**src/rtl/nss_pkg.sv**
```systemverilog
`default_nettype none
package nss_pkg;

  localparam int PATTERN_DEPTH = 64;
  localparam int PAT_AW = $clog2(PATTERN_DEPTH);
  localparam int LEN_W = $clog2(PATTERN_DEPTH + 1);
  localparam logic [LEN_W-1:0] LEN_FULL = LEN_W'(PATTERN_DEPTH);
  localparam logic [LEN_W-1:0] LEN_RESET = LEN_W'(4);

  localparam int CNT_W = 22;
  localparam int ALU_W = 23;
  localparam int CFG_W = 20;

  localparam int MOD_STEPS = 8;
  localparam int MOD_CW = $clog2(MOD_STEPS);

  localparam logic [1:0] OP_TICK    = 2'd0;
  localparam logic [1:0] OP_LEARN   = 2'd1;
  localparam logic [1:0] OP_CLEAR   = 2'd2;
  localparam logic [1:0] OP_RESTART = 2'd3;

  localparam logic [1:0] DIR_UP     = 2'd0;
  localparam logic [1:0] DIR_DOWN   = 2'd1;
  localparam logic [1:0] DIR_UPDOWN = 2'd2;
  localparam logic [1:0] DIR_RANDOM = 2'd3;

  localparam logic [2:0] CFG_DIRECTION   = 3'd0;
  localparam logic [2:0] CFG_OCTAVE_SPAN = 3'd1;
  localparam logic [2:0] CFG_STEP_PERIOD = 3'd2;
  localparam logic [2:0] CFG_RETRIGGER   = 3'd3;

  localparam logic [19:0] PERIOD_RESET = 20'd400000;
  localparam logic [15:0] LFSR_SEED = 16'hACE1;
  localparam logic [15:0] LFSR_TAPS = 16'hB400;

  localparam logic signed [ALU_W-1:0] CNT_FLOOR    = ALU_W'(-(2 ** (CNT_W - 1)));
  localparam logic signed [ALU_W-1:0] STEP_FINE    = ALU_W'(12);
  localparam logic signed [ALU_W-1:0] STEP_COARSE  = ALU_W'(48);
  localparam logic signed [ALU_W-1:0] KEY_LIMIT    = ALU_W'(128);
  localparam logic signed [ALU_W-1:0] FOLD_NEG_FAR = ALU_W'(-36);
  localparam logic signed [ALU_W-1:0] FOLD_POS_FAR = ALU_W'(176);

  typedef struct packed {
    logic [1:0]  opcode;
    logic [11:0] sample_count;
    logic [6:0]  base_key;
  } cmd_t;

  typedef struct packed {
    logic [6:0] key_out;
    logic       retrigger;
    logic [6:0] position;
    logic [3:0] octave_now;
  } res_t;

  typedef struct packed {
    logic [1:0]  direction;
    logic [3:0]  octave_span;
    logic [19:0] step_period;
    logic        retrigger_enable;
  } cfg_t;

  typedef struct packed {
    logic [ALU_W-1:0] a;
    logic [ALU_W-1:0] b;
    logic             sub;
  } alu_req_t;

  typedef struct packed {
    logic              we;
    logic [PAT_AW-1:0] addr;
    logic [7:0]        data;
  } ram_wr_t;

  typedef enum logic [3:0] {
    ST_IDLE,
    ST_EXEC,
    ST_TICK_ADD,
    ST_ADVANCE,
    ST_RND_POS,
    ST_RND_OCT,
    ST_MOD,
    ST_READ,
    ST_SUM_OFF,
    ST_SUM_OCT,
    ST_FOLD,
    ST_DONE
  } state_t;

  function automatic logic [7:0] pat_reset_val(input logic [PAT_AW-1:0] idx);
    logic [7:0] v;
    case (int'(idx))
      0: v = 8'd0;
      1: v = 8'd4;
      2: v = 8'd7;
      3: v = 8'd12;
      4: v = 8'd16;
      default: v = 8'd0;
    endcase
    return v;
  endfunction

  // Galois form, shifting right
  function automatic logic [15:0] lfsr_step(input logic [15:0] l);
    return (l >> 1) ^ (l[0] ? LFSR_TAPS : 16'h0000);
  endfunction

endpackage
`default_nettype wire

```
**src/rtl/nss_alu.sv**
```systemverilog
`default_nettype none
module nss_alu (
  input  nss_pkg::alu_req_t                req,
  output logic signed [nss_pkg::ALU_W-1:0] y
);

  always_comb begin
    if (req.sub) begin
      y = $signed(req.a) - $signed(req.b);
    end else begin
      y = $signed(req.a) + $signed(req.b);
    end
  end

endmodule
`default_nettype wire

```
**src/rtl/nss_pattern_ram.sv**
```systemverilog
`default_nettype none
module nss_pattern_ram (
  input  logic                       clk,
  input  logic                       rst,
  input  nss_pkg::ram_wr_t           wr,
  input  logic [nss_pkg::PAT_AW-1:0] raddr,
  output logic [7:0]                 rdata
);

  logic [7:0] mem [nss_pkg::PATTERN_DEPTH];
  logic [nss_pkg::PATTERN_DEPTH-1:0] written;

  always_ff @(posedge clk) begin
    if (rst) begin
      written <= '0;
    end else if (wr.we) begin
      written[wr.addr] <= 1'b1;
    end
  end

  always_ff @(posedge clk) begin
    if (wr.we) begin
      mem[wr.addr] <= wr.data;
    end
  end

  // entries not yet written read back their power-up pattern
  always_ff @(posedge clk) begin
    if (written[raddr]) begin
      rdata <= mem[raddr];
    end else begin
      rdata <= nss_pkg::pat_reset_val(raddr);
    end
  end

endmodule
`default_nettype wire

```
**src/rtl/nss_core.sv**
```systemverilog
`default_nettype none
module nss_core (
  input  logic          clk,
  input  logic          rst,
  input  nss_pkg::cfg_t cfg,
  input  logic          cmd_valid,
  output logic          cmd_stall,
  input  nss_pkg::cmd_t cmd,
  output logic          res_valid,
  input  logic          res_stall,
  output nss_pkg::res_t res
);

  nss_pkg::state_t state, state_next;

  // latched command
  logic [1:0]  op;
  logic [11:0] samples;
  logic [6:0]  key;
  logic        trig;

  // sequencer state
  logic [nss_pkg::LEN_W-1:0]        length;
  logic [6:0]                       ref_key;
  logic signed [nss_pkg::CNT_W-1:0] counter;
  logic [nss_pkg::PAT_AW-1:0]       pos;
  logic [3:0]                       oct;
  logic                             down;
  logic [15:0]                      lfsr;

  logic signed [nss_pkg::ALU_W-1:0] acc;

  // remainder unit
  logic [nss_pkg::PAT_AW-1:0] mod_rem;
  logic [7:0]                 mod_div;
  logic [nss_pkg::MOD_CW-1:0] mod_cnt;
  logic                       mod_oct;

  nss_pkg::alu_req_t                alu_req;
  logic signed [nss_pkg::ALU_W-1:0] y;
  nss_pkg::ram_wr_t                 ram_wr;
  logic [7:0]                       rdata;

  logic [3:0]                       span_eff;
  logic [nss_pkg::PAT_AW-1:0]       last_pos;
  logic                             at_end;
  logic [4:0]                       oct_inc;
  logic                             oct_wrap;
  logic [6:0]                       ref_eff;
  logic signed [nss_pkg::CNT_W-1:0] tick_sat;
  logic                             tick_expire;
  logic [nss_pkg::PAT_AW:0]         trial;
  logic [nss_pkg::PAT_AW-1:0]       rem_new;
  logic                             mod_last;
  logic [15:0]                      lfsr_nxt;
  logic [7:0]                       oct12;
  logic                             acc_in_range;
  logic                             slot_free;

  nss_alu u_alu (
    .req (alu_req),
    .y   (y)
  );

  nss_pattern_ram u_ram (
    .clk   (clk),
    .rst   (rst),
    .wr    (ram_wr),
    .raddr (pos),
    .rdata (rdata)
  );

  always_comb begin
    span_eff = (cfg.octave_span == 4'd0) ? 4'd1 : cfg.octave_span;
    last_pos = (length != '0) ? nss_pkg::PAT_AW'(length - nss_pkg::LEN_W'(1)) : '0;
    at_end   = (nss_pkg::LEN_W'(pos) + nss_pkg::LEN_W'(1)) >= length;
    oct_inc  = {1'b0, oct} + 5'd1;
    oct_wrap = oct_inc > {1'b0, span_eff};
    ref_eff  = (length == '0) ? key : ref_key;
    lfsr_nxt = nss_pkg::lfsr_step(lfsr);
    oct12    = 8'({oct, 3'b000}) + 8'({oct, 2'b00});
    trial    = {mod_rem, mod_div[7]};
    rem_new  = y[nss_pkg::ALU_W-1] ? trial[nss_pkg::PAT_AW-1:0] : y[nss_pkg::PAT_AW-1:0];
    mod_last = mod_cnt == nss_pkg::MOD_CW'(nss_pkg::MOD_STEPS - 1);
    acc_in_range = !acc[nss_pkg::ALU_W-1] && (acc < nss_pkg::KEY_LIMIT);
    slot_free = !res_valid || !res_stall;
    if (y < nss_pkg::CNT_FLOOR) begin
      tick_sat = nss_pkg::CNT_FLOOR[nss_pkg::CNT_W-1:0];
    end else begin
      tick_sat = y[nss_pkg::CNT_W-1:0];
    end
    tick_expire = tick_sat[nss_pkg::CNT_W-1] || (tick_sat == '0);
  end

  always_comb begin
    state_next = state;
    case (state)
      nss_pkg::ST_IDLE: begin
        if (cmd_valid) state_next = nss_pkg::ST_EXEC;
      end
      nss_pkg::ST_EXEC: begin
        if (op == nss_pkg::OP_TICK && tick_expire) begin
          state_next = nss_pkg::ST_TICK_ADD;
        end else begin
          state_next = nss_pkg::ST_READ;
        end
      end
      nss_pkg::ST_TICK_ADD: begin
        state_next = (cfg.direction == nss_pkg::DIR_RANDOM) ? nss_pkg::ST_RND_POS
                                                            : nss_pkg::ST_ADVANCE;
      end
      nss_pkg::ST_ADVANCE: state_next = nss_pkg::ST_READ;
      nss_pkg::ST_RND_POS: begin
        state_next = (length == '0) ? nss_pkg::ST_RND_OCT : nss_pkg::ST_MOD;
      end
      nss_pkg::ST_RND_OCT: state_next = nss_pkg::ST_MOD;
      nss_pkg::ST_MOD: begin
        if (mod_last) state_next = mod_oct ? nss_pkg::ST_READ : nss_pkg::ST_RND_OCT;
      end
      nss_pkg::ST_READ:    state_next = nss_pkg::ST_SUM_OFF;
      nss_pkg::ST_SUM_OFF: state_next = nss_pkg::ST_SUM_OCT;
      nss_pkg::ST_SUM_OCT: state_next = nss_pkg::ST_FOLD;
      nss_pkg::ST_FOLD: begin
        if (acc_in_range) state_next = nss_pkg::ST_DONE;
      end
      nss_pkg::ST_DONE: begin
        if (slot_free) state_next = nss_pkg::ST_IDLE;
      end
      default: state_next = nss_pkg::ST_IDLE;
    endcase
  end

  // shared adder operands and pattern write port
  always_comb begin
    alu_req     = '0;
    ram_wr.we   = 1'b0;
    ram_wr.addr = length[nss_pkg::PAT_AW-1:0];
    ram_wr.data = y[7:0];
    cmd_stall   = state != nss_pkg::ST_IDLE;
    case (state)
      nss_pkg::ST_EXEC: begin
        alu_req.sub = 1'b1;
        if (op == nss_pkg::OP_TICK) begin
          alu_req.a = nss_pkg::ALU_W'(counter);
          alu_req.b = nss_pkg::ALU_W'(samples);
        end else begin
          alu_req.a = nss_pkg::ALU_W'(key);
          alu_req.b = nss_pkg::ALU_W'(ref_eff);
        end
        ram_wr.we = (op == nss_pkg::OP_LEARN) && (length < nss_pkg::LEN_FULL);
      end
      nss_pkg::ST_TICK_ADD: begin
        alu_req.a = nss_pkg::ALU_W'(counter);
        alu_req.b = nss_pkg::ALU_W'(cfg.step_period);
      end
      nss_pkg::ST_MOD: begin
        alu_req.sub = 1'b1;
        alu_req.a   = nss_pkg::ALU_W'(trial);
        alu_req.b   = mod_oct ? nss_pkg::ALU_W'(span_eff) : nss_pkg::ALU_W'(length);
      end
      nss_pkg::ST_SUM_OFF: begin
        alu_req.a = nss_pkg::ALU_W'(key);
        alu_req.b = (length == '0) ? '0 : nss_pkg::ALU_W'($signed(rdata));
      end
      nss_pkg::ST_SUM_OCT: begin
        alu_req.a = acc;
        alu_req.b = nss_pkg::ALU_W'(oct12);
      end
      nss_pkg::ST_FOLD: begin
        alu_req.a = acc;
        if (acc[nss_pkg::ALU_W-1]) begin
          alu_req.b = (acc < nss_pkg::FOLD_NEG_FAR) ? nss_pkg::STEP_COARSE
                                                     : nss_pkg::STEP_FINE;
        end else begin
          alu_req.sub = 1'b1;
          alu_req.b = (acc >= nss_pkg::FOLD_POS_FAR) ? nss_pkg::STEP_COARSE
                                                      : nss_pkg::STEP_FINE;
        end
      end
      default: begin
      end
    endcase
  end

  always_ff @(posedge clk) begin
    if (rst) begin
      state <= nss_pkg::ST_IDLE;
    end else begin
      state <= state_next;
    end
  end

  always_ff @(posedge clk) begin
    if (rst) begin
      length    <= nss_pkg::LEN_RESET;
      ref_key   <= '0;
      counter   <= '0;
      pos       <= '0;
      oct       <= 4'd1;
      down      <= 1'b0;
      lfsr      <= nss_pkg::LFSR_SEED;
      res_valid <= 1'b0;
    end else begin
      if (state == nss_pkg::ST_DONE && slot_free) begin
        res_valid <= 1'b1;
      end else if (!res_stall) begin
        res_valid <= 1'b0;
      end
      case (state)
        nss_pkg::ST_EXEC: begin
          case (op)
            nss_pkg::OP_TICK: counter <= tick_sat;
            nss_pkg::OP_LEARN: begin
              if (length < nss_pkg::LEN_FULL) begin
                if (length == '0) ref_key <= key;
                length <= length + nss_pkg::LEN_W'(1);
              end
            end
            nss_pkg::OP_CLEAR: begin
              length <= '0;
              pos    <= '0;
            end
            nss_pkg::OP_RESTART: begin
              counter <= nss_pkg::CNT_W'(cfg.step_period);
              if (cfg.direction == nss_pkg::DIR_DOWN) begin
                pos  <= last_pos;
                oct  <= span_eff;
                down <= 1'b1;
              end else begin
                pos  <= '0;
                oct  <= 4'd1;
                down <= 1'b0;
              end
            end
            default: begin
            end
          endcase
        end
        nss_pkg::ST_TICK_ADD: counter <= y[nss_pkg::CNT_W-1:0];
        nss_pkg::ST_ADVANCE: begin
          case (cfg.direction)
            nss_pkg::DIR_UP: begin
              if (at_end) begin
                pos <= '0;
                oct <= oct_wrap ? 4'd1 : oct_inc[3:0];
              end else begin
                pos <= pos + nss_pkg::PAT_AW'(1);
              end
            end
            nss_pkg::DIR_DOWN: begin
              if (pos == '0) begin
                pos <= last_pos;
                oct <= (oct <= 4'd1) ? span_eff : oct - 4'd1;
              end else begin
                pos <= pos - nss_pkg::PAT_AW'(1);
              end
            end
            nss_pkg::DIR_UPDOWN: begin
              if (down) begin
                if (pos == '0) begin
                  if (oct <= 4'd1) begin
                    pos  <= '0;
                    down <= 1'b0;
                    oct  <= 4'd1;
                  end else begin
                    oct <= oct - 4'd1;
                    pos <= last_pos;
                  end
                end else begin
                  pos <= pos - nss_pkg::PAT_AW'(1);
                end
              end else if (at_end) begin
                if (oct_wrap) begin
                  pos  <= last_pos;
                  down <= 1'b1;
                  oct  <= span_eff;
                end else begin
                  oct <= oct_inc[3:0];
                  pos <= '0;
                end
              end else begin
                pos <= pos + nss_pkg::PAT_AW'(1);
              end
            end
            default: begin
            end
          endcase
        end
        nss_pkg::ST_RND_POS: begin
          lfsr <= lfsr_nxt;
          if (length == '0) pos <= '0;
        end
        nss_pkg::ST_RND_OCT: lfsr <= lfsr_nxt;
        nss_pkg::ST_MOD: begin
          if (mod_last) begin
            if (mod_oct) begin
              oct <= 4'(rem_new) + 4'd1;
            end else begin
              pos <= rem_new;
            end
          end
        end
        default: begin
        end
      endcase
    end
  end

  always_ff @(posedge clk) begin
    case (state)
      nss_pkg::ST_IDLE: begin
        if (cmd_valid) begin
          op      <= cmd.opcode;
          samples <= cmd.sample_count;
          key     <= cmd.base_key;
          trig    <= 1'b0;
        end
      end
      nss_pkg::ST_TICK_ADD: trig <= cfg.retrigger_enable;
      nss_pkg::ST_RND_POS: begin
        mod_div <= lfsr_nxt[7:0];
        mod_rem <= '0;
        mod_cnt <= '0;
        mod_oct <= 1'b0;
      end
      nss_pkg::ST_RND_OCT: begin
        mod_div <= {6'b000000, lfsr_nxt[1:0]};
        mod_rem <= '0;
        mod_cnt <= '0;
        mod_oct <= 1'b1;
      end
      nss_pkg::ST_MOD: begin
        mod_rem <= rem_new;
        mod_div <= {mod_div[6:0], 1'b0};
        mod_cnt <= mod_cnt + nss_pkg::MOD_CW'(1);
      end
      nss_pkg::ST_SUM_OFF: acc <= y;
      nss_pkg::ST_SUM_OCT: acc <= y;
      nss_pkg::ST_FOLD: begin
        if (!acc_in_range) acc <= y;
      end
      nss_pkg::ST_DONE: begin
        if (slot_free) begin
          res.key_out    <= acc[6:0];
          res.retrigger  <= trig;
          res.position   <= 7'(pos);
          res.octave_now <= oct;
        end
      end
      default: begin
      end
    endcase
  end

endmodule
`default_nettype wire

```
**src/rtl/note_step_sequencer_top.sv**
```systemverilog
// Learn, clear, restart and plain ticks go from accept through EXEC, READ, SUM_OFF,
// SUM_OCT and the key-folding steps to DONE; a step advance adds TICK_ADD and ADVANCE, a
// random step adds TICK_ADD and two 8-step remainder passes (one on an empty pattern)
// through the shared adder.
// One item at a time: the next beat is taken only after the previous result is
// loaded into the output register.
// Sync reset restores the power-up pattern (0,4,7,12) and register defaults.
`default_nettype none
module note_step_sequencer_top (
  input  logic                      clk,
  input  logic                      rst,
  input  logic                      cfg_we,
  input  logic [2:0]                cfg_index,
  input  logic [nss_pkg::CFG_W-1:0] cfg_data,
  input  logic                      cmd_valid,
  output logic                      cmd_stall,
  input  nss_pkg::cmd_t             cmd,
  output logic                      res_valid,
  input  logic                      res_stall,
  output nss_pkg::res_t             res
);

  nss_pkg::cfg_t cfg;

  always_ff @(posedge clk) begin
    if (rst) begin
      cfg.direction        <= nss_pkg::DIR_UPDOWN;
      cfg.octave_span      <= 4'd1;
      cfg.step_period      <= nss_pkg::PERIOD_RESET;
      cfg.retrigger_enable <= 1'b0;
    end else if (cfg_we) begin
      case (cfg_index)
        nss_pkg::CFG_DIRECTION:   cfg.direction        <= cfg_data[1:0];
        nss_pkg::CFG_OCTAVE_SPAN: cfg.octave_span      <= cfg_data[3:0];
        nss_pkg::CFG_STEP_PERIOD: cfg.step_period      <= cfg_data[19:0];
        nss_pkg::CFG_RETRIGGER:   cfg.retrigger_enable <= cfg_data[0];
        default: begin
        end
      endcase
    end
  end

  nss_core u_core (
    .clk       (clk),
    .rst       (rst),
    .cfg       (cfg),
    .cmd_valid (cmd_valid),
    .cmd_stall (cmd_stall),
    .cmd       (cmd),
    .res_valid (res_valid),
    .res_stall (res_stall),
    .res       (res)
  );

endmodule
`default_nettype wire

```
**config.mk**
```make
export PLATFORM = sky130hd
export DESIGN_NAME = note_step_sequencer_top
export DESIGN_NICKNAME = d
export VERILOG_FILES = /design/src/rtl/nss_pkg.sv /design/src/rtl/nss_alu.sv /design/src/rtl/nss_pattern_ram.sv /design/src/rtl/nss_core.sv /design/src/rtl/note_step_sequencer_top.sv
export SDC_FILE = /design/constraint.sdc
export NUM_CORES = 1
export LEC_CHECK = 0
export BUFFER_PORTS_ARGS = -buffer_cell sky130_fd_sc_hd__buf_2
export CAP_MARGIN = 20
export CORE_ASPECT_RATIO = 0.9
export CORE_UTILIZATION = 30
export DETAILED_ROUTE_END_ITERATION = 8
export GPL_TIMING_DRIVEN = 1
export PLACE_DENSITY_LB_ADDON = 0.15
export SYNTH_ARGS = -nofsm -noshare
export SYNTH_HDL_FRONTEND = slang
export SYNTH_SLANG_ARGS = --single-unit
```
**constraint.sdc**
```tcl
create_clock -name clk -period 17.8 [get_ports clk]
set_input_delay 3.56 -clock clk [delete_from_list [all_inputs] [get_ports clk]]
set_output_delay 3.56 -clock clk [all_outputs]
set_load 0.1 [all_outputs]
```
### Word-level counts from Yosys, hierarchy flattened

Memory sizes are Yosys's and may differ from the RTL's. A register that Yosys moved wholly into a read port is not among the register bits.
Cells that the tools add are included.

* add/sub/neg operators: 12
* magnitude comparators: 11
* equality and inequality tests: 44
* mux-type cells: 88
* bitwise logic cells: 2
* reductions and logical operators: 48

Operators with widths (number)
* one-hot mux 46 bit (6 select lines): 1
* two-way mux 6 bit: 17
* two-way mux 23 bit: 4
* one-hot mux 22 bit (2 select lines): 2
* two-way mux 4 bit: 18
* OR 64 bit: 1
* one-hot mux 4 bit (12 select lines): 1
* two-way mux 46 bit: 1
* one-hot mux 23 bit (2 select lines): 1
* one-hot mux 4 bit (3 select lines): 2
* one-hot mux 6 bit (2 select lines): 2
* one-hot mux 6 bit (4 select lines): 1
* one-hot mux 8 bit (3 select lines): 1
* adder 23 bit: 1
* >= comparator 23 x 9 -> 1 bit (second input constant): 1
* < comparator 23 x 22 -> 1 bit (second input constant): 1
* < comparator 23 x 7 -> 1 bit (second input constant): 1
* < comparator 23 x 9 -> 1 bit (second input constant): 1
* subtractor 23 bit: 1
* logical NOT 22 bit: 1
* two-way mux 22 bit: 1
* two-way mux 7 bit: 3
* one-hot mux 5 bit (4 select lines): 1
* one-hot mux 6 bit (3 select lines): 1
* other kinds (63): 140

* register bits: 248
* bits in writable memories: 512
* input bits: 49
* output and inout bits: 21
* memories: 1

Memories
* u_core.u_ram.mem: depth 64, bits a word 8, rd ports 1, clocked after Yosys merged registers in 1, write ports 1, RTL line nss_pattern_ram.sv:10 `logic [7:0] mem [nss_pkg::PATTERN_DEPTH];`

### Longest topological paths before layout

Gate-level depths: netlist (run 1).

* depth after elaboration: 13
* mapped depth: 27
* depth with buffers taken out: 26

### Modules after synthesis

From an unflattened synthesis (run 1), not the netlist that was laid out.

* cells, all modules: 2483
* area total of the unflattened synthesis: 34101.5 µm²

By module, submodules not included
* nss_pattern_ram: instances 1, cells each 1233, area an instance 22715.5 µm²
* nss_core: instances 1, cells each 893, area an instance 8431.8 µm²
* nss_alu: instances 1, cells each 242, area an instance 1759.2 µm²
* note_step_sequencer_top: instances 1, cells each 115, area an instance 1194.9 µm²

### Worst setup path before layout (run 1)

OpenSTA, ideal clock, no wires.

* kind: reg2reg
* start: register u_core.length[1] (netlist name)
* end: register u_core.state[0]
* arrival time: 6.712 ns
* required time: 17.712 ns
* path slack: 11.000 ns
* cell stages (with the launch flop): 24
* period minus slack after synthesis: 6.800 ns
* path through: dfxtp_1 -> clkbuf_1 -> inv_1 -> ha_1 -> or4b_4 -> nor2_4 -> mux2_2 -> a221oi_1 -> inv_1 -> nor2_1 -> nand2_1 -> nor2_1 -> xor2_1 -> o21ai_0 -> ha_1 -> and3_1 -> a221oi_1 -> xnor2_1 -> or4_1 -> nor4_1 -> nand4b_1 -> or4b_2 -> or4b_4 -> a311oi_2

RTL lines
* start: declaration: RTL line nss_core.sv:23 `logic [nss_pkg::LEN_W-1:0] length;`
* start signal: assignment: RTL line nss_core.sv:195 `length <= nss_pkg::LEN_RESET;`
* start signal: assignment: RTL line nss_core.sv:216 `length <= length + nss_pkg::LEN_W'(1);`
* end signal: assignment: RTL line nss_core.sv:187 `state <= nss_pkg::ST_IDLE;`
* end signal: assignment: RTL line nss_core.sv:189 `state <= state_next;`
* end: declaration: RTL line nss_core.sv:14 `nss_pkg::state_t state, state_next;`

### Final worst setup path (run 1)

* start: register u_core.length[1] (netlist name)
* end: register u_core.counter[15] (netlist name)

* word-level cells in the longest chain between the ends: 10
* elaborated cells between the ends (all ways): 13
* classes of those cells: 2 x add/sub; 1 x order compare; 9 x mux; 1 x reduce/logical

Ends and longest elaborated chain
* logical NOT 7 bit: RTL line nss_core.sv:79, nss_core.sv:163
* two-way mux 7 bit
* two-way mux 46 bit: RTL line nss_core.sv:143 `if (op == nss_pkg::OP_TICK) begin`
* one-hot mux 46 bit (6 select lines) (*): RTL line nss_core.sv:140 `case (state)`
* adder 23 bit or subtractor 23 bit (tied branches): RTL line nss_alu.sv:11, nss_alu.sv:9
* two-way mux 23 bit (*): RTL line nss_alu.sv:8 `if (req.sub) begin`
* < comparator 23 x 22 -> 1 bit: RTL line nss_core.sv:87 `if (y < nss_pkg::CNT_FLOOR) begin`
* two-way mux 22 bit: RTL line nss_core.sv:87
* one-hot mux 22 bit (2 select lines): RTL line nss_core.sv:211 `case (op)`
* one-hot mux 22 bit (2 select lines) (*): RTL line nss_core.sv:209 `case (state)`
* end signal: assignment: RTL line nss_core.sv:212 `nss_pkg::OP_TICK: counter <= tick_sat;`
* end signal: assignment: RTL line nss_core.sv:224 `counter <= nss_pkg::CNT_W'(cfg.step_period);`
* end signal: assignment: RTL line nss_core.sv:239 `nss_pkg::ST_TICK_ADD: counter <= y[nss_pkg::CNT_W-1:0];`
* end: declaration: RTL line nss_core.sv:25 `logic signed [nss_pkg::CNT_W-1:0] counter;`

Every way passes the cells marked *; elsewhere a longest branch is shown, timed or not.
A chain may end at the register's enable or synchronous reset.

==> results.cfg, run 1 <==
[run_status]
status = finished, final reports clean

[setup_path]
startpoint_type = register
worstPathArrival_ns = 8.97
r2r-end = u_core.counter[15]
crit_required_ns = 18.34
end_kind = register
regToRegStartpoint = u_core.length[1]
path_delay_family = compound AO/OA/AOI/OAI gates
rr_worst_depth = 22
r2r_slack_ns = 9.37
crit_path_top_delay_cell = a311oi_2
path_class = reg2reg
crit_fanout = 19
crit_buf_inv = 1
slowest_delay_ns = 0.81
critical_path.cell_chain = inv_1 > ha_1 > or4b_4 > nor2_4 > mux2_2 > a221oi_1 > nand4_2 > or2_2 > nor2_1 > a41o_1 > nor3_1 > nor3_1 > ha_1 > and3_1 > a221oi_1 > a31o_2 > a21boi_0 > nor2_1 > xnor3_2 > a311oi_2 > o21ai_0 > a31oi_1

[clocking]
clock-sinks = 766
cts_tree = yes
clk_root_buffer_cell = clkbuf_16
post-cts-setup-buffers = 0
clk_pin_slew_ns = 0.06
cts_hold_buf = 0
cts_resized = 0
cts_buffer_depth = 3
cts_inserted_buffers = 85
h-tree-depth = 3
clock_latency_ns = 0.65

[floorplanning]
die_w_um = 354
ios = 70
start_util = 0.304
die-area_um2 = 113000
die_h_um = 319
coreArea_um2 = 110000
rows = 115

[logic_synthesis]
synth_top_cell_by_area = edfxtp_1
yosysWarnings = 0
synth_edf_count = 593
ys_types = 89
netlist_area_um2 = 33500
syn_nets = 2429
ys_async_sr_fraction = 0
synthCells = 2321
synth_area_leaders = edfxtp_1 53%, mux4_2 13%, dfxtp_1 10%
synth_top_area_frac = 0.531
avgSynthCellArea_um2 = 14.4
synth_seq_cells = 766
synth.yosys.seq_area_share = 0.635
synth_commonest_cells = 593 x edfxtp_1, 225 x nor2_1, 198 x nand2_1
synth_most_common_cell = edfxtp_1
ys.flop_type = edfxtp_1

[global_route]
grt_pass1_vias = 20500
grt_max_degree = 95
grt_first_pass_wirelength_um = 144000
gr-total-overflow = 0
grtUsageTotal = 0.171
antenna_found_initial = 3

[timing]
hold_violations = 0
slew_headroom = 0.268
setup_viol = 0
slew_viol_final = 0
tns_ns = 0
fin_crit_ns = 8.43
max_freq_mhz = 119
finClkSkew_ns = 0.0267
worstMarginPinSlew_ns = 1.10
post-route-period-util = 0.474
rsz0062_at_grt = false

[detailed_routing]
drc = 0
first_pass_iters = 7
via_per_inst = 5.29
drt-total-wl_um = 97700
ant_nets = 0
detailroute.via_count = 20700
first_iter_violations = 2064
wl_per_cell_um = 25.0

[layout]
fillers = 10600
antenna_cells = 0
final_nets = 2482
drive_gt1_frac = 0.192
multi_input_area_um2 = 11600
register_area_um2 = 21300
syn_to_final_growth_pct = 14.2

[placement]
globalplace.congestion = 0.870
post-dp-hpwl_um = 64500
io_buffers = 68

[min_path]
min_from = u_core.trig
hold_end = u_core.res[11]
hold_path.class = reg2reg
holdPathStages = 0

[job]
max_cap_viol_count = 0
==> cell families (layout without fill, tap and decap cells) <==
logic type | after synthesis | count (layout) | share of synthesized area
flip-flops | 766 | 766 | 0.635
AO/OA/AOI/OAI | 405 | 405 | 0.0832
adder cells (fa/ha/maj) | 60 | 60 | 0.0228
buffers and inverters | 176 | 297 | 0.0211
multiplexers | 214 | 214 | 0.135
XOR/XNOR | 50 | 50 | 0.0135
AND/OR/NAND/NOR | 649 | 649 | 0.0898
other | 1 | 1 | 0.000112
==> final cells by class <==
type                            count  area share
Clock buffer                      109      0.0587
Clock inverter                     46      0.0130
Inverter                           40     0.00392
Multi-Input combinational cell   1379       0.304
Sequential cell                   766       0.556
Tap cell                         1462      0.0478
Timing Repair Buffer              102      0.0163
==> registers in the layout, indices dropped and copies added, names as in the netlist, 3 cells and up, named ones only <==
register / flops
u_core.length: 7
cfg: 27
u_core.mod_div: 8
u_core.res: 18
u_core.u_ram.mem: 512
u_core.mod_rem: 6
u_core.pos: 6
u_core.mod_cnt: 3
u_core.samples: 12
u_core.lfsr: 16
u_core.counter: 22
u_core.acc: 23
u_core.ref_key: 7
u_core.state: 4
u_core.oct: 4
u_core.u_ram.rdata: 8
u_core.key: 7
u_core.u_ram.written: 64
==> worst max path at each step <==
stage,startpoint,endpoint,cells after the start
floorplan,u_core.length[1],u_core.state[0],23
global placement,u_core.length[1],u_core.counter[7],22
detailed placement,u_core.length[0],u_core.counter[14],22
CTS,u_core.length[0],u_core.counter[14],22
global route,u_core.length[1],u_core.oct[2],24
finish,u_core.length[1],u_core.counter[15],22
==> metal layers <==
| layer | track usage | wire length, µm | up-vias | part of all wire |
|---|---|---|---|---|
| li1 | - | - | 9163 | - |
| met1 | 0.257 | 46600 | 10800 | 0.48 |
| met2 | 0.262 | 44200 | 610 | 0.45 |
| met3 | 0.0229 | 5160 | 115 | 0.053 |
| met4 | 0.0383 | 1780 | 0 | 0.018 |
| met5 | 0 | 0 | - | 0 |
==> per-stage QoR <==
stage / setup slack [ns] / instances / util / hold slack [ns] / cell area (µm²)
global route: 8.87 / 3904 / 0.348 / 0.432 / 38300
floorplan: 11.00 / 2321 / - / 0.400 / 33500
finish: 9.37 / 3904 / 0.348 / 0.420 / 38300
CTS: 9.31 / 3902 / 0.348 / 0.422 / 38300
detailed placement: 9.34 / 3747 / 0.323 / 0.407 / 35500
global placement: 9.67 / 3743 / 0.322 / 0.404 / 35500
==> cells in the final DEF, fill, tap and decap left out, types with 11 or more instances in the layout <==
cell       instances
a21oi_1           95
dfxtp_1          169
clkinv_1          16
mux4_2           189
and2_1            17
nand3_1           68
nand2b_1          12
buf_4             28
edfxtp_1         593
a211oi_1          20
a21o_1            19
ha_1              57
inv_1             35
a22o_1            24
clkbuf_16         85
xnor2_1           34
nor2b_1           13
xor2_1            11
a31oi_1           18
nor3_1            34
nor2_1           224
clkinv_2          14
and3_1            11
buf_2             68
o21ai_0           75
mux2i_1           16
nand2_1          198
clkbuf_1          21
o21a_1            39
a221o_1           11
==> worst reg2reg max path: cells and delay by family (launching register included) <==
| kind | cells | cell delay (ns) |
|---|---|---|
| AOI/OAI and AO/OA | 8 | 3.03 |
| and+or+nand+nor | 9 | 3.00 |
| xor gates and xnor gates | 1 | 0.64 |
| adders and majority gates | 2 | 0.59 |
| DFF | 1 | 0.41 |
| muxes | 1 | 0.41 |
| buffers and inverters | 1 | 0.25 |
Power of run 1 is not shown: default switching activity piles up to over one toggle a cycle in this logic, so the estimate is an artifact.
==> inputs of run 2 (changes only) <==
==> constraint.sdc (replaced) <==
create_clock -name clk -period 8.55 [get_ports clk]
set_input_delay 1.71 -clock clk [delete_from_list [all_inputs] [get_ports clk]]
set_output_delay 1.71 -clock clk [all_outputs]
set_load 0.1 [all_outputs]
==> run 2 against run 1 <==
Non-clock buffer count rose by 12; final area up 0.76%; via count decreased by 0.57%; global-route usage up 0.055 points; first-iteration DRC count is 15% lower; register-to-register slack got worse by 8.6 ns; flip-flop and latch count stayed put; die area is the same; largest cell class unchanged; hold slack better by 0.025 ns; utilization is 0.26 points higher; count of clock-buffer cells in the layout increased by 10.
==> results.cfg, run 2 (same netlist as run 1, synthesis figures left out) <==
[run_status]
status = finished, final reports clean

[clocking]
cts_buffer_depth = 3
clk_pin_slew_ns = 0.06
post-cts-setup-buffers = 0
clock_latency_ns = 0.65
clk_root_buffer_cell = clkbuf_16
h-tree-depth = 3
cts_hold_buf = 0
cts_inserted_buffers = 86
cts_tree = yes
clock-sinks = 766
cts_resized = 0

[min_path]
hold_end = u_core.res[11]
min_from = u_core.trig
holdPathStages = 0
hold_path.class = reg2reg

[placement]
io_buffers = 68
post-dp-hpwl_um = 65300
globalplace.congestion = 0.882
dpl_cell_area_um2 = 35600

[layout]
reg.largest.list = u_core.u_ram.mem: 512 flops, u_core.u_ram.written: 64 flops, cfg: 27 flops
final_cell_mix = 593 x edfxtp_1, 224 x nor2_1, 198 x nand2_1
antenna_cells = 0
largest_register_ffs = 512
drive_gt1_frac = 0.201
syn_to_final_growth_pct = 15.1
final_common_cell = edfxtp_1
final_cell_area_um2 = 38600
final_nets = 2495
top_register = u_core.u_ram.mem

[floorplanning]
die_h_um = 319
coreArea_um2 = 110000
die-area_um2 = 113000
die_w_um = 354
start_util = 0.304
rows = 115
ios = 70

[detailed_routing]
via_per_inst = 5.24
ant_nets = 0
first_iter_violations = 1751
first_pass_iters = 6
detailroute.via_count = 20500
drc = 0
drt-total-wl_um = 97900
wl_per_cell_um = 25.0

[setup_path]
rr_worst_depth = 23
slowest_delay_ns = 0.82
startpoint_type = register
critical_path.cell_chain = buf_4 > inv_1 > ha_1 > or4b_4 > nor2_4 > mux2_2 > a221oi_1 > nand4_2 > or2_2 > nor2_1 > a41o_1 > nor3_1 > nor3_1 > ha_1 > and3_1 > a221oi_1 > a31o_2 > a21boi_0 > nor2_1 > xnor3_2 > a311oi_2 > o21ai_0 > a31oi_1
end_kind = register
r2r_slack_ns = 0.72
r2r-end = u_core.counter[12]
crit_required_ns = 9.10
crit_fanout = 14
path_class = reg2reg
worstPathArrival_ns = 8.38
crit_path_top_delay_cell = a311oi_2
regToRegStartpoint = u_core.length[1]

[global_route]
grt_pass1_vias = 20200
grt_first_pass_wirelength_um = 144000
grt_max_degree = 87
gr-total-overflow = 0
antenna_found_initial = 1
grtUsageTotal = 0.172

[timing]
max_freq_mhz = 128
hold_violations = 0
slew_headroom = 0.243
tns_ns = 0
rsz0062_at_grt = false
fin_crit_ns = 7.83
post-route-period-util = 0.916
finClkSkew_ns = 0.0215
setup_viol = 0
slew_viol_final = 0
worstMarginPinSlew_ns = 1.13

[job]
max_cap_viol_count = 0
## run 2: cell count changes in the layout (fill, tap and decap cells not counted), moves of 3 or more
cell / delta
buf_6: -4
clkbuf_8: +8
clkbuf_1: -4
clkinv_1: -7
clkbuf_16: +3
buf_4: +15
## run 2: cell type report
class	count	area, µm²
Clock buffer	119	2440
Timing Repair Buffer	114	723
Inverter	40	150
Multi-Input combinational cell	1379	11600
Fill cell	10600	71500
Clock inverter	40	497
Tap cell	1462	1830
Sequential cell	766	21300
## run 2: worst max path at each step
stage                      from            endpoint  slack, ns  depth (start not counted)
3_3_place_gp   u_core.length[1]       u_core.oct[2]       1.01                         25
6_report       u_core.length[1]  u_core.counter[12]       0.72                         23
2_1_floorplan  u_core.length[1]     u_core.state[0]       1.75                         23
3_5_place_dp   u_core.length[1]       u_core.oct[2]       0.82                         25
5_1_grt        u_core.length[0]       u_core.oct[2]       0.16                         24
4_1_cts        u_core.length[1]       u_core.oct[2]       0.80                         25
## run 2: layer usage
| metal | wire length [µm] | GRT usage | vias to the layer above |
|---|---|---|---|
| met4 | 1980 | 0.0432 | 0 |
| met1 | 46300 | 0.252 | 10600 |
| met5 | 0 | 0 | - |
| li1 | - | - | 9188 |
| met2 | 44700 | 0.265 | 597 |
| met3 | 4880 | 0.0256 | 123 |
## run 2: through the flow
step / cells / worst slack [ns] / hold WS (ns) / util
6_report: 3920 / 0.721 / 0.445 / 0.350
5_1_grt: 3920 / 0.159 / 0.454 / 0.350
4_1_cts: 3917 / 0.802 / 0.449 / 0.350
3_5_place_dp: 3758 / 0.818 / 0.434 / 0.323
3_3_place_gp: 3754 / 1.01 / 0.423 / 0.323
2_1_floorplan: 2321 / 1.75 / 0.400 / -
## run 2: worst max-delay path: cells and delay by family (launching register included)
family | cells | cell delay, ns
AO/OA/AOI/OAI | 8 | 3.01
XOR/XNOR | 1 | 0.62
adder cells (fa/ha/maj) | 2 | 0.58
buffers and inverters | 2 | 0.36
flip-flops | 1 | 0.30
multiplexers | 1 | 0.35
AND/OR/NAND/NOR | 9 | 2.52
Power of run 2 is left out for the same reason.
==> inputs of run 3 (changes only) <==
--- a/config.mk
+++ b/config.mk
@@ -5,11 +5,12 @@
 export SDC_FILE = /design/constraint.sdc
 export NUM_CORES = 1
 export LEC_CHECK = 0
-export BUFFER_PORTS_ARGS = -buffer_cell sky130_fd_sc_hd__buf_2
 export CAP_MARGIN = 20
 export CORE_ASPECT_RATIO = 0.9
+export CORE_MARGIN = 1.5
 export CORE_UTILIZATION = 30
 export DETAILED_ROUTE_END_ITERATION = 8
+export DONT_BUFFER_PORTS = 1
 export GPL_TIMING_DRIVEN = 1
 export PLACE_DENSITY_LB_ADDON = 0.15
 export SYNTH_ARGS = -nofsm -noshare
==> run 3 against run 2 <==
The flow now finishes with violations (design-rule violations); count of clock-buffer cells in the layout down 7; hold slack improved by 0.0021 ns; non-clock buffer count fell by 72; routed wire length is 0.45% higher; global-route usage is 0.071 points higher; register-to-register slack got worse by 0.25 ns; final area is 1.3% lower; die area up 0.60%; setup slack got worse by 0.25 ns; utilization decreased by 0.76 points; critical path depth down 3.
==> results.cfg, run 3 (same netlist as run 1, synthesis figures left out) <==
[run_status]
status = finished with violations
violations = design-rule violations

[global_route]
grt_first_pass_wirelength_um = 144000
antenna_found_initial = 3
grt_max_degree = 103
grtUsageTotal = 0.172
grt_pass1_vias = 20200
gr-total-overflow = 0

[clocking]
clk_pin_slew_ns = 0.07
clk_root_buffer_cell = clkbuf_16
clock_latency_ns = 0.68
clock-sinks = 766
post-cts-setup-buffers = 0
cts_buffer_depth = 3
cts_hold_buf = 0
cts_tree = yes
cts_inserted_buffers = 85
h-tree-depth = 3
cts_resized = 0

[timing]
slew_headroom = 0.284
hold_violations = 0
slew_viol_final = 0
hold_ws_ns = 0.447
rsz0062_at_grt = true
finClkSkew_ns = 0.0443
worstMarginPinSlew_ns = 1.07
fin_crit_ns = 8.08
post-route-period-util = 0.945
setup_viol = 0
max_freq_mhz = 124

[floorplanning]
die-area_um2 = 114000
coreArea_um2 = 111000
ios = 70
die_w_um = 355
die_h_um = 320
rows = 116
start_util = 0.302

[detailed_routing]
drt-total-wl_um = 98300
detailroute.via_count = 20300
drc = 10
first_pass_iters = 9
first_iter_violations = 1996
via_per_inst = 5.26
wl_per_cell_um = 25.5
ant_nets = 0

[layout]
stdcell_count = 3860
top_register = u_core.u_ram.mem
utilization = 0.343
final_cell_mix = 593 x edfxtp_1, 225 x nor2_1, 198 x nand2_1
syn_to_final_growth_pct = 13.5
final_nets = 2422
reg.largest.list = u_core.u_ram.mem: 512 flops, u_core.u_ram.written: 64 flops, cfg: 27 flops
fillers = 10700
final_cell_area_um2 = 38100
antenna_cells = 0
drive_gt1_frac = 0.175
final_common_cell = edfxtp_1
largest_register_ffs = 512

[setup_path]
worstPathArrival_ns = 8.68
startpoint_type = register
path_class = reg2reg
end_kind = register
crit_fanout = 25
crit_required_ns = 9.15

[min_path]
hold_path.class = reg2reg

[placement]
globalplace.congestion = 0.901
place_inst = 3699
dpl_cell_area_um2 = 35200
io_buffers = 0
post-dp-hpwl_um = 65200

[job]
max_cap_viol_count = 0
## run 3: cell type report
| type | instances | area (µm²) | share of cell area |
|---|---|---|---|
| Clock inverter | 46 | 444 | 0.0117 |
| Tap cell | 1475 | 1850 | 0.0485 |
| Inverter | 40 | 150 | 0.00395 |
| Clock buffer | 112 | 2360 | 0.0620 |
| Sequential cell | 766 | 21300 | 0.559 |
| Multi-Input combinational cell | 1379 | 11600 | 0.306 |
| Timing Repair Buffer | 42 | 333 | 0.00875 |
## run 3: per-layer routing
metal	wire length, µm	vias up	GRT usage
li1	-	9036	-
met1	45600	10500	0.248
met2	45600	590	0.271
met3	5240	139	0.0291
met4	1880	2	0.0409
met5	13	-	0
## run 3: path summary, 6_finish.rpt
kind | start | slack [ns] | depth (start not counted) | endpoint
hold reg to reg | u_core.lfsr[10] | 0.45 | 2 | u_core.lfsr[9]
hold / removal | u_core.lfsr[10] | 0.45 | 2 | u_core.lfsr[9]
setup / recovery | u_core.state[3] | 0.47 | 20 | u_core.counter[8]
setup reg to reg | u_core.state[3] | 0.47 | 20 | u_core.counter[8]
## run 3: worst max-delay path: stages, from the launching register on
cell	delay, ns
dfxtp_1	0.89
or4b_1	0.48
nor2_1	0.30
a221o_1	0.36
a221oi_1	0.42
nand4_2	0.30
or2_2	0.38
nor2_1	0.28
a41o_1	0.44
nor3_1	0.11
nor3_1	0.26
ha_1	0.35
and3_1	0.24
a221oi_1	0.53
a31o_2	0.26
a21boi_0	0.08
nor2_1	0.40
xnor3_2	0.62
a311oi_2	0.86
o21ai_0	0.20
a31oi_1	0.21
## run 3: through the flow
| step | setup slack [ns] | setup TNS [ns] |
|---|---|---|
| finish | 0.473 | 0 |
| global route | -0.00288 | -0.00288 |
| CTS | 0.638 | 0 |
| detailed placement | 0.693 | 0 |
| global placement | 0.875 | 0 |
| floorplan | 1.75 | 0 |
Power of run 3 is left out for the same reason.
